[src/rdpc_pkg.sv]
// rdpc_pkg: command codes, register map, reset values and arithmetic constants
// shared by the remote drive pi controller rtl; no dependencies
`default_nettype none

package rdpc_pkg;

  // command codes carried in op
  localparam logic [7:0] OP_LEFT  = 8'd0;
  localparam logic [7:0] OP_RIGHT = 8'd1;
  localparam logic [7:0] OP_SPEED = 8'd2;
  localparam logic [7:0] OP_STEER = 8'd3;
  localparam logic [7:0] OP_DIR   = 8'd4;
  localparam logic [7:0] OP_HORN  = 8'd5;
  localparam logic [7:0] OP_NONE  = 8'd255;

  // horn command codes
  localparam logic [1:0] HORN_NOP   = 2'd0;
  localparam logic [1:0] HORN_START = 2'd1;
  localparam logic [1:0] HORN_STOP  = 2'd2;

  // register map, word index into apb space
  localparam int unsigned AddrW = 5;
  localparam logic [2:0] REG_DUTY_LIMIT   = 3'd0;
  localparam logic [2:0] REG_BRAKE_MARGIN = 3'd1;
  localparam logic [2:0] REG_DRIVE_MIN    = 3'd2;
  localparam logic [2:0] REG_SERVO_MIN    = 3'd3;
  localparam logic [2:0] REG_SERVO_MAX    = 3'd4;
  localparam logic [2:0] REG_HORN_PERIOD  = 3'd5;

  // register reset values
  localparam logic [15:0] DUTY_LIMIT_RST   = 16'd39990;
  localparam logic [15:0] BRAKE_MARGIN_RST = 16'd25;
  localparam logic [15:0] DRIVE_MIN_RST    = 16'd5000;
  localparam logic [15:0] SERVO_MIN_RST    = 16'd1000;
  localparam logic [15:0] SERVO_MAX_RST    = 16'd3100;
  localparam logic [31:0] HORN_PERIOD_RST  = 32'd4000;

  // reciprocal of ten: (x * 0xcccd) >> 19 is exact for any 16-bit x
  localparam logic [15:0] RECIP_TEN = 16'hCCCD;
  localparam int unsigned RECIP_SHIFT = 19;

endpackage

`default_nettype wire

[src/remote_drive_pi_controller_top.sv]
// remote_drive_pi_controller_top: command decode, pi speed loop, lamps and apb registers
// depends on rdpc_pkg
`default_nettype none

// One command item is taken per clock cycle and its result item appears in
// the output register in the cycle after; the pi loop state (last drive and
// integral sum) is updated in the same cycle the item is accepted, so the
// feedback path is a single pass of the error subtract and magnitude, one
// 16x16 reciprocal multiply, the integral and drive adds and three clamps.
// Input ready stays high while the output register is empty or being drained,
// giving one item per cycle sustained. Registers are written by an apb access
// and must only be written while no item is in flight.
module remote_drive_pi_controller_top
  import rdpc_pkg::*;
(
  input  wire logic                clk_i,
  input  wire logic                rst_ni,
  // apb configuration port
  input  wire logic                psel,
  input  wire logic                penable,
  input  wire logic                pwrite,
  input  wire logic [AddrW-1:0]    paddr,
  input  wire logic [31:0]         pwdata,
  output logic      [31:0]         prdata,
  output logic                     pready,
  // input item channel
  input  wire logic                in_valid_i,
  output logic                     in_ready_o,
  input  wire logic [7:0]          op_i,
  input  wire logic signed [16:0]  int_value_i,
  input  wire logic [15:0]         speed_value_i,
  input  wire logic                light_phase_i,
  // result item channel
  output logic                     out_valid_o,
  input  wire logic                out_ready_i,
  output logic [15:0]              motor_duty_o,
  output logic                     steer_write_o,
  output logic [15:0]              steer_duty_o,
  output logic                     reverse_dir_o,
  output logic                     left_lamp_o,
  output logic                     right_lamp_o,
  output logic                     indicator_led_o,
  output logic [1:0]               horn_cmd_o,
  output logic [31:0]              horn_tone_o,
  output logic                     brake_lamps_o
);

  // configuration registers
  logic [15:0] duty_limit_q, brake_margin_q, drive_min_q, servo_min_q, servo_max_q;
  logic [31:0] horn_period_q;
  logic [2:0]  reg_idx;
  logic        cfg_we;

  assign pready  = 1'b1;
  assign reg_idx = paddr[4:2];
  assign cfg_we  = psel & penable & pwrite & pready;

  // register write
  always_ff @(posedge clk_i or negedge rst_ni) begin
    if (!rst_ni) begin
      duty_limit_q   <= DUTY_LIMIT_RST;
      brake_margin_q <= BRAKE_MARGIN_RST;
      drive_min_q    <= DRIVE_MIN_RST;
      servo_min_q    <= SERVO_MIN_RST;
      servo_max_q    <= SERVO_MAX_RST;
      horn_period_q  <= HORN_PERIOD_RST;
    end else if (cfg_we) begin
      unique case (reg_idx)
        REG_DUTY_LIMIT:   duty_limit_q   <= pwdata[15:0];
        REG_BRAKE_MARGIN: brake_margin_q <= pwdata[15:0];
        REG_DRIVE_MIN:    drive_min_q    <= pwdata[15:0];
        REG_SERVO_MIN:    servo_min_q    <= pwdata[15:0];
        REG_SERVO_MAX:    servo_max_q    <= pwdata[15:0];
        REG_HORN_PERIOD:  horn_period_q  <= pwdata;
        default: ;
      endcase
    end
  end

  // register read
  always_comb begin
    unique case (reg_idx)
      REG_DUTY_LIMIT:   prdata = {16'd0, duty_limit_q};
      REG_BRAKE_MARGIN: prdata = {16'd0, brake_margin_q};
      REG_DRIVE_MIN:    prdata = {16'd0, drive_min_q};
      REG_SERVO_MIN:    prdata = {16'd0, servo_min_q};
      REG_SERVO_MAX:    prdata = {16'd0, servo_max_q};
      REG_HORN_PERIOD:  prdata = horn_period_q;
      default:          prdata = 32'd0;
    endcase
  end

  // loop and lamp state
  logic [15:0] speed_target_q, speed_target_d;
  logic [15:0] last_drive_q, last_drive_d;
  logic [15:0] integral_q, integral_d;
  logic left_en_q, left_en_d, right_en_q, right_en_d, backwards_q, backwards_d;
  logic left_lvl_q, left_lvl_d, right_lvl_q, right_lvl_d, led_lvl_q, led_lvl_d;

  // output register
  logic        out_valid_q;
  logic        accept;
  logic        steer_w_d;
  logic [15:0] steer_d_d;
  logic [1:0]  horn_c_d;
  logic [31:0] horn_t_d;
  logic        brake_d;

  assign in_ready_o = !out_valid_q || out_ready_i;
  assign accept     = in_valid_i && in_ready_o;

  // command decode
  logic flag;
  assign flag = (int_value_i != 17'sd0);

  always_comb begin
    speed_target_d = speed_target_q;
    left_en_d      = left_en_q;
    right_en_d     = right_en_q;
    backwards_d    = backwards_q;
    steer_w_d      = 1'b0;
    steer_d_d      = 16'd0;
    horn_c_d       = HORN_NOP;
    horn_t_d       = 32'd0;
    unique case (op_i)
      OP_LEFT:  left_en_d = flag;
      OP_RIGHT: right_en_d = flag;
      OP_SPEED: speed_target_d = speed_value_i;
      OP_STEER: begin
        steer_w_d = 1'b1;
        if ($signed({int_value_i[16], int_value_i}) < $signed({2'b00, servo_min_q})) begin
          steer_d_d = servo_min_q;
        end else if ($signed({int_value_i[16], int_value_i}) >
                     $signed({2'b00, servo_max_q})) begin
          steer_d_d = servo_max_q;
        end else begin
          steer_d_d = int_value_i[15:0];
        end
      end
      OP_DIR:   backwards_d = flag;
      OP_HORN: begin
        if (flag) begin
          horn_c_d = HORN_START;
          horn_t_d = horn_period_q;
        end else begin
          horn_c_d = HORN_STOP;
        end
      end
      OP_NONE:  ;
      default:  ;
    endcase
  end

  // turn lamps hold while their enable is off
  always_comb begin
    left_lvl_d  = left_lvl_q;
    right_lvl_d = right_lvl_q;
    led_lvl_d   = led_lvl_q;
    if (left_en_d) begin
      left_lvl_d = light_phase_i;
      led_lvl_d  = light_phase_i;
    end
    if (right_en_d) begin
      right_lvl_d = light_phase_i;
      led_lvl_d   = light_phase_i;
    end
  end

  // error and its magnitude
  logic signed [17:0] err;
  logic               err_neg;
  logic [17:0]        err_abs;
  logic [31:0]        prod;
  logic [12:0]        q10;
  logic [11:0]        q20;

  assign err     = $signed({2'b00, speed_target_d}) - $signed({2'b00, last_drive_q});
  assign err_neg = err[17];
  assign err_abs = err_neg ? 18'(-err) : 18'(err);
  // truncating divide by ten and twenty on the magnitude
  assign prod    = err_abs[15:0] * RECIP_TEN;
  assign q10     = prod[31:RECIP_SHIFT];
  assign q20     = q10[12:1];

  // pi terms with clamps
  logic [15:0]        p_term;
  logic signed [17:0] i_delta, i_sum;
  logic [16:0]        u_sum;

  always_comb begin
    // proportional: negative error clamps to zero
    if (err_neg) begin
      p_term = 16'd0;
    end else if ({3'd0, q10} > duty_limit_q) begin
      p_term = duty_limit_q;
    end else begin
      p_term = {3'd0, q10};
    end
    // integral
    i_delta = err_neg ? -$signed({6'd0, q20}) : $signed({6'd0, q20});
    i_sum   = $signed({2'b00, integral_q}) + i_delta;
    if (i_sum < 18'sd0) begin
      integral_d = 16'd0;
    end else if (i_sum > $signed({2'b00, duty_limit_q})) begin
      integral_d = duty_limit_q;
    end else begin
      integral_d = i_sum[15:0];
    end
    // drive
    u_sum = {1'b0, p_term} + {1'b0, integral_d};
    if (u_sum > {1'b0, duty_limit_q}) begin
      last_drive_d = duty_limit_q;
    end else begin
      last_drive_d = u_sum[15:0];
    end
  end

  // brake lamps
  logic signed [17:0] err_margin;
  assign err_margin = err + $signed({2'b00, brake_margin_q});
  assign brake_d    = err_margin[17] || backwards_d || (speed_target_d < drive_min_q);

  // state update on accept
  always_ff @(posedge clk_i or negedge rst_ni) begin
    if (!rst_ni) begin
      speed_target_q <= 16'd0;
      last_drive_q   <= 16'd0;
      integral_q     <= 16'd0;
      left_en_q      <= 1'b0;
      right_en_q     <= 1'b0;
      backwards_q    <= 1'b0;
      left_lvl_q     <= 1'b0;
      right_lvl_q    <= 1'b0;
      led_lvl_q      <= 1'b0;
    end else if (accept) begin
      speed_target_q <= speed_target_d;
      last_drive_q   <= last_drive_d;
      integral_q     <= integral_d;
      left_en_q      <= left_en_d;
      right_en_q     <= right_en_d;
      backwards_q    <= backwards_d;
      left_lvl_q     <= left_lvl_d;
      right_lvl_q    <= right_lvl_d;
      led_lvl_q      <= led_lvl_d;
    end
  end

  // result item valid
  always_ff @(posedge clk_i or negedge rst_ni) begin
    if (!rst_ni) begin
      out_valid_q <= 1'b0;
    end else if (accept) begin
      out_valid_q <= 1'b1;
    end else if (out_ready_i) begin
      out_valid_q <= 1'b0;
    end
  end

  // result item payload
  always_ff @(posedge clk_i) begin
    if (accept) begin
      motor_duty_o    <= last_drive_d;
      steer_write_o   <= steer_w_d;
      steer_duty_o    <= steer_d_d;
      reverse_dir_o   <= backwards_d;
      left_lamp_o     <= left_lvl_d;
      right_lamp_o    <= right_lvl_d;
      indicator_led_o <= led_lvl_d;
      horn_cmd_o      <= horn_c_d;
      horn_tone_o     <= horn_t_d;
      brake_lamps_o   <= brake_d;
    end
  end

  assign out_valid_o = out_valid_q;

endmodule

`default_nettype wire
[config.mk]
export PLATFORM = sky130hd
export DESIGN_NAME = remote_drive_pi_controller_top
export DESIGN_NICKNAME = d
export VERILOG_FILES = /design/src/rdpc_pkg.sv /design/src/remote_drive_pi_controller_top.sv
export SDC_FILE = /design/constraint.sdc
export NUM_CORES = 1
export LEC_CHECK = 0
export BUFFER_PORTS_ARGS = -buffer_cell sky130_fd_sc_hd__buf_2
export CAP_MARGIN = 10
export CORE_UTILIZATION = 40
export DETAILED_ROUTE_END_ITERATION = 7
export GPL_TIMING_DRIVEN = 0
export PLACE_DENSITY_LB_ADDON = 0.2
export SYNTH_ARGS = -nofsm -noshare
export SYNTH_HDL_FRONTEND = slang
export SYNTH_SLANG_ARGS = --single-unit
[constraint.sdc]
create_clock -name clk_i -period 18.6 [get_ports clk_i]
set_input_delay 0.93 -clock clk_i [delete_from_list [all_inputs] [get_ports clk_i]]
set_output_delay 0.93 -clock clk_i [all_outputs]
set_load 0.02 [all_outputs]
Word level (Yosys, flattened, before mapping)

Cells that the tools add are included.

Bitwise logic cells: 2
Divide/modulo/power cells: 0
Shift operators: 0
Add/sub/neg operators: 6
Eq/ne operators: 10
Multiply operators: 1
Reductions and logical operators: 16
Multiplexer cells: 22
Magnitude comparators: 7

Operator list:

| kind                                                | count |
|---|---|
| one-hot mux 32 bit (6 select lines)                 | 1 |
| 2-to-1 mux 16 bit                                   | 9 |
| multiplier 16 x 16 -> 32 bit, second input constant | 1 |
| adder 17 x 17 -> 18 bit                             | 1 |
| adder 17 x 18 -> 18 bit                             | 1 |
| > comparator 18 x 17 -> 1 bit                       | 1 |
| < comparator 18 x 1 -> 1 bit, second input constant | 1 |
| 2-to-1 mux 18 bit                                   | 1 |
| negator 12 -> 18 bit                                | 1 |
| adder 16 x 16 -> 17 bit                             | 1 |
| > comparator 17 x 16 -> 1 bit                       | 1 |
| > comparator 17 bit                                 | 1 |
| < comparator 17 bit                                 | 1 |
| nonzero test 17 bit                                 | 1 |
| subtractor 16 x 16 -> 17 bit                        | 1 |
| equality test 8 x 2 -> 1 bit, second input constant | 2 |
| equality test 8 x 3 -> 1 bit, second input constant | 2 |
| > comparator 13 x 16 -> 1 bit                       | 1 |
| < comparator 16 bit                                 | 1 |
| negator 16 bit                                      | 1 |
| AND reduction 2 bit                                 | 7 |
| 2-to-1 mux 1 bit                                    | 10 |
| equality test 8 x 1 -> 1 bit, second input constant | 1 |
| zero test 8 bit                                     | 1 |
| other kinds (10)                                    | 15 |

Input bits: 86
Output and inout port bits: 107
ROM bits: 0
Memories: 0
Flip-flop bits (word level): 239
Latch bits: 0
RAM bits: 0
Logic and storage cells: 90

Longest topological paths before layout

Depth after elaboration: 15
Depth in mapped cells: 84
Mapped depth without buffers: 81

Worst setup path before layout

Ideal clock, no wire load.

Kind: input-to-reg
From: input op_i[4]
To: register last_drive_q[10]
Stages on the path: 75
Required time: 18.475 ns
Path buffers: 3
Arrival time: 18.641 ns
Setup slack: -0.166 ns
Cell sequence: or4_1 -> nand4bb_1 -> clkbuf_1 -> clkbuf_1 -> mux2_2 -> ha_1 -> o21ai_0 -> a21boi_0 -> o21ai_0 -> a21boi_0 -> nor2_1 -> or4_1 -> a2111o_1 -> o31ai_1 -> xnor2_1 -> ha_1 -> ha_1 -> inv_1 -> (+39 left out) -> a21oi_1 -> o21bai_1 -> a21oi_1 -> nor2b_1 -> o21a_1 -> o31a_1 -> o41ai_1 -> xnor2_1 -> ha_1 -> nand4_1 -> a21oi_1 -> o31a_1 -> o211ai_1 -> a21oi_1 -> a211oi_2 -> clkbuf_1 -> mux2_2 -> mux2_2

Word-level cells in the longest chain between the ends: 15
Elaborated cells between the ends (all ways): 19
Those cells by class: add/sub (5); mul (1); order compare (4); eq/ne (1); mux (8)

RTL lines:

| item                             | RTL line                              | text |
|---|---|---|
| from (decl)                      | remote_drive_pi_controller_top.sv:29  | `input wire logic [7:0] op_i,` |
| equality test 8 x 2 -> 1 bit (*) | remote_drive_pi_controller_top.sv:125 | `unique case (op_i)` |
| 2-to-1 mux 16 bit (*)            | remote_drive_pi_controller_top.sv:125 |  |
| net speed_target_d[2]            | remote_drive_pi_controller_top.sv:94  | `logic [15:0] speed_target_q, speed_target_d;` |
| subtractor 16 x 16 -> 17 bit (*) | remote_drive_pi_controller_top.sv:177 | `assign err = $signed({2'b00, speed_target_d}) - $signed({2'b00, last_drive_q});` |
| negator 16 bit                   | remote_drive_pi_controller_top.sv:179 | `assign err_abs = err_neg ? 18'(-err) : 18'(err);` |
| 2-to-1 mux 16 bit                | remote_drive_pi_controller_top.sv:179 |  |
| multiplier 16 x 16 -> 32 bit     | remote_drive_pi_controller_top.sv:181 | `assign prod = err_abs[15:0] * RECIP_TEN;` |
| negator 12 -> 18 bit             | remote_drive_pi_controller_top.sv:200 | `i_delta = err_neg ? -$signed({6'd0, q20}) : $signed({6'd0, q20});` |
| (+2 left out)                    | -                                     |  |
| > comparator 18 x 17 -> 1 bit    | remote_drive_pi_controller_top.sv:204 | `end else if (i_sum > $signed({2'b00, duty_limit_q})) begin` |
| 2-to-1 mux 16 bit                | remote_drive_pi_controller_top.sv:204 |  |
| 2-to-1 mux 16 bit (*)            | remote_drive_pi_controller_top.sv:202 | `if (i_sum < 18'sd0) begin` |
| net integral_d[0]                | remote_drive_pi_controller_top.sv:96  | `logic [15:0] integral_q, integral_d;` |
| adder 16 x 16 -> 17 bit (*)      | remote_drive_pi_controller_top.sv:210 | `u_sum = {1'b0, p_term} + {1'b0, integral_d};` |
| > comparator 17 x 16 -> 1 bit    | remote_drive_pi_controller_top.sv:211 | `if (u_sum > {1'b0, duty_limit_q}) begin` |
| 2-to-1 mux 16 bit (*)            | remote_drive_pi_controller_top.sv:211 |  |
| net last_drive_d[10]             | remote_drive_pi_controller_top.sv:95  | `logic [15:0] last_drive_q, last_drive_d;` |
| to (signal assigned)             | remote_drive_pi_controller_top.sv:237 | `last_drive_q <= last_drive_d;` |
| to (decl)                        | remote_drive_pi_controller_top.sv:95  |  |

Mark *: on every way through the listed nets, which the timed path passes. The rest lies on a longest branch.
A chain may end at the register's enable or synchronous reset.

Worst setup path after layout

From: input op_i[6]
To: register last_drive_q[13]

The elaborated chain is that of the path after synthesis.

==> reports/metrics.sh <==
CLK_LATENCY_NS=0.59
AREA_GROWTH_PCT=26.6
TIMING.CRITICAL_PATH.SLOWEST_STAGE_CELL='or4_4'
DELAY_OF_THE_SLOWEST_CELL_ON_THE_WORST_PATH_NS=0.55
WORST_SLEW_MARGIN_REL=0.347
START_KIND='primary input'
DRT_ITER0_DRC=1249
NETLIST.AREA_LEADER.SHARE=0.176
FINAL_CRITICAL_DELAY_INCLUDING_SETUP_AND_EXTERNAL_DELAYS_NS=18.23
CTS.REPORTEDPATHS.CLKPINSLEW_NS=0.06
WORST_R2R_PATH_DEPTH=74
HOLD_VIOL_FINAL=0
ANT_NETS=0
DP_WORST_SETUP_SLACK_NS=-4.13
WORST_SLEW_PIN_SLEW_NS=0.972
NUMBER_OF_CELL_ROWS=83
DRT-MET1-WL_UM=29000
DRC=0
CLOCK_SINKS=239
ROUTED_WIRELENGTH_UM=67600
YOSYS.AREA.TOP_TYPE='ha_1'
WL_MET2_UM=31600
ANTENNA_CELLS_INSERTED=0
FLOORPLAN.INITIALDENSITY=0.406
SEQUENTIAL_CELL_AREA_UM2=6380
GRT.OVERFLOW.TOTAL=0
TIMING.CLOCK.SKEW_NS=0.0302
FINALWORSTSETUPSLACK_NS=0.366
TIMING.CRITICAL_PATH.FROM='op_i[6]'
TRITONCTS_CLOCK_TREE='done'
LAUNCHING_POINT_OF_THE_WORST_REG2REG_PATH='speed_target_q[0]'
MULTIINPUTGATEAREA_UM2=14900
IO_PINS=193
ARRIVAL_TIME_REPORTED_FOR_THE_CRITICAL_PATH_ENDPOINT_NS=18.68
REG_TO_REG_ENDPOINT='last_drive_q[13]'
REQUIRED_NS=19.05
MET3_LENGTH_UM=4390
CAP_VIOL_MAX_COUNT=0
ASYNCSETRESETFLOPFRACSYNTH=0.699
YOSYSWARNINGS=0
CORE_AREA_UM2=51500
OUTCOME='complete, no violations'
SETUP_VIOL_COUNT_FINAL=0
GRT_USE_TOTAL=0.243
POST_SYNTHESIS_INSTANCE_AREA_UM2=20900
SYNTH.AREA.TOP_CELLS='ha_1, dfrtp_1, edfxtp_1'
GP_CONGESTION=0.938
CRITICAL_PATH_CAPTURE_POINT_TYPE='register'
CRITICALPATHCATEGORY='in -> reg'
YOSYS.CELL_TYPES.COUNT=82
INITIAL_ANTENNA_VIOLATION_COUNT=2
CRITICAL_PATH_PEAK_FANOUT=10
DRT-PASS1-ITER-COUNT=5
LARGEST_NET_DEGREE_AT_THE_START_OF_GLOBAL_ROUTING=99
POST_SYNTHESIS_SEQUENTIAL_AREA_RATIO=0.305
CLK_PATH_BUF_DEPTH=3
FIN_NETS=2984
FIRST_GLOBAL_VIAS=17300
CLOCK.FMAX_MHz=54.8
FINAL_WORST_PATH_PERIOD_SHARE=0.980
HIGHEST_LAYER='met5'
CLOCK_TREE.ROOT_CELL='clkbuf_16'
GLOBAL_ROUTE_WIRE_LENGTH_BEFORE_REPAIR_UM=99600
BIGGESTREGSBYFLOPS='horn_period_q: 32 flops, horn_tone_o: 32 flops'
POST-DP-HPWL_UM=53100
POSTSYNTHAREAPERCELL_UM2=9.59
DIE_H_UM=231
VIASPERCELL=5.55
TYPE_OF_THE_TIGHTEST_MIN_DELAY_CHECK='in -> async'
FLOORPLAN.DIE_AREA_UM2=53200
DIE_WIDTH_UM=231
NUMBER_OF_INSTANCES_IN_THE_SYNTHESIZED_NETLIST=2180
SYNTH-SEQ-CELLS=239
FILLCELLCOUNT=4681
RRSETUPSLACK_NS=1.44
TRITONCTS.NUM_BUFFERS=28
LAYOUT-DRIVE-GT1-SHARE=0.280
VIA_COUNT=17900
SYNTH_ENABLE_FLOP_CELLS=72
DRT-WIRELENGTH-PER-CELL_UM=20.9
SYNTH_FF_TYPE='dfrtp_1'
COUNT_OF_PINS_OVER_THEIR_SLEW_LIMIT=0
CTS_HTREE_LEVELS=1
NUMPORTBUFFERS=189
## how the worst max path moves through the flow
stage | end | slack (ns) | depth (start not counted)
global route | last_drive_q[13] | -0.28 | 79
floorplan | last_drive_q[10] | 0.11 | 75
CTS | last_drive_q[9] | 0.008 | 77
finish | last_drive_q[13] | 0.37 | 80
global placement | last_drive_q[0] | -4.53 | 74
detailed placement | last_drive_q[13] | -4.13 | 74
## synth_stat cells (all sizes together) (6+ instances only)
cell type / count
and2: 60
o211ai: 10
edfxtp: 72
nor3: 23
clkbuf: 57
ha: 294
dfstp: 33
nand2b: 18
xor2: 29
o21a: 33
inv: 282
buf: 8
mux2: 106
or3: 8
o21ai: 130
xnor2: 53
nor2b: 16
a22oi: 42
a21oi: 79
and3: 8
nor4: 12
a21boi: 9
mux2i: 36
nor2: 110
o31ai: 13
fa: 79
o21bai: 8
a221oi: 6
nand2: 187
nor3b: 8
a21o: 51
a31oi: 11
nand3: 36
dfrtp: 134
nand4: 24
a211oi: 30
## kinds of logic (layout without fill, tap and decap cells)
group                      count (synthesis)  in the layout  share of synthesized area
and+or+nand+nor                          528            528                      0.122
AOI/OAI and AO/OA                        467            467                      0.149
adders and majority gates                373            373                      0.251
buffers and inverters                    347            712                     0.0629
DFF                                      239            239                      0.305
muxes                                    142            142                     0.0743
xor gates and xnor gates                  82             82                     0.0343
other                                      2              4                   0.000359
## worst max-delay path, delay by kind of cell
kind / cells / cell delay, ns
AND/OR/NAND/NOR: 18 / 3.83
XOR/XNOR: 5 / 0.78
AO/OA/AOI/OAI: 26 / 5.55
adder cells (fa/ha/maj): 13 / 4.59
buffers and inverters: 14 / 1.68
multiplexers: 4 / 1.23
## cell usage in the layout, fill, tap and decap left out, types with 10 or more instances in the layout
cell and n:
mux2_2 93, a22oi_1 42, o21ai_1 20, dfstp_2 33
edfxtp_1 72, xnor2_1 30, nand4_1 24, a21oi_2 13
clkbuf_1 53, nand2b_1 17, nand2_1 181, a21oi_1 66
buf_4 115, o21ai_0 102, buf_2 189, mux2_4 12
ha_4 29, nand3_1 30, and2_1 56, o21a_1 33
xor2_1 18, nor2_1 103, fa_1 74, nor4_1 11
dfrtp_1 134, inv_1 266, xnor2_2 10, ha_1 261
clkbuf_16 30, a211oi_1 22, inv_2 15, a21o_1 49
nor2b_1 15, mux2i_1 31, xnor2_4 13, nor3_1 17
## timing repair
action,in CTS,in global routing
setup buffers,33,94
gates resized for setup,152,170
pin swaps,35,145
gates cloned,1,0
hold buffers,0,0
setup endpoints to repair,32,32
## final cells by class
type,count,area share
Clock inverter,12,0.00406
Buffer,61,0.0126
Clock buffer,40,0.0305
Multi-Input combinational cell,1596,0.563
Tap cell,680,0.0321
Inverter,282,0.0401
Sequential cell,239,0.241
Timing Repair Buffer,317,0.0767
## per-stage QoR
stage / instance area [µm²] / TNS, ns / hold slack, ns / cells / utilization
after CTS: 24800 / 0 / 0.316 / 3136 / 0.482
after global routing: 26500 / -5.62 / 0.324 / 3227 / 0.514
after detailed placement: 22800 / -125.29 / 0.461 / 3053 / 0.443
final: 26500 / 0 / 0.296 / 3227 / 0.514
after floorplan: 20900 / 0 / 0.440 / 2182 / -
after global placement: 22700 / -138.06 / 0.453 / 3051 / 0.441
## metal layers
metal,GRT usage,vias to the layer above
met5,0,-
met4,0.0780,4
met3,0.0353,138
met2,0.407,646
met1,0.323,8777
li1,-,8354
Power is left out: the tool's default activity adds up to more than one toggle a clock period on the data nets, which glitch-free logic cannot reach.
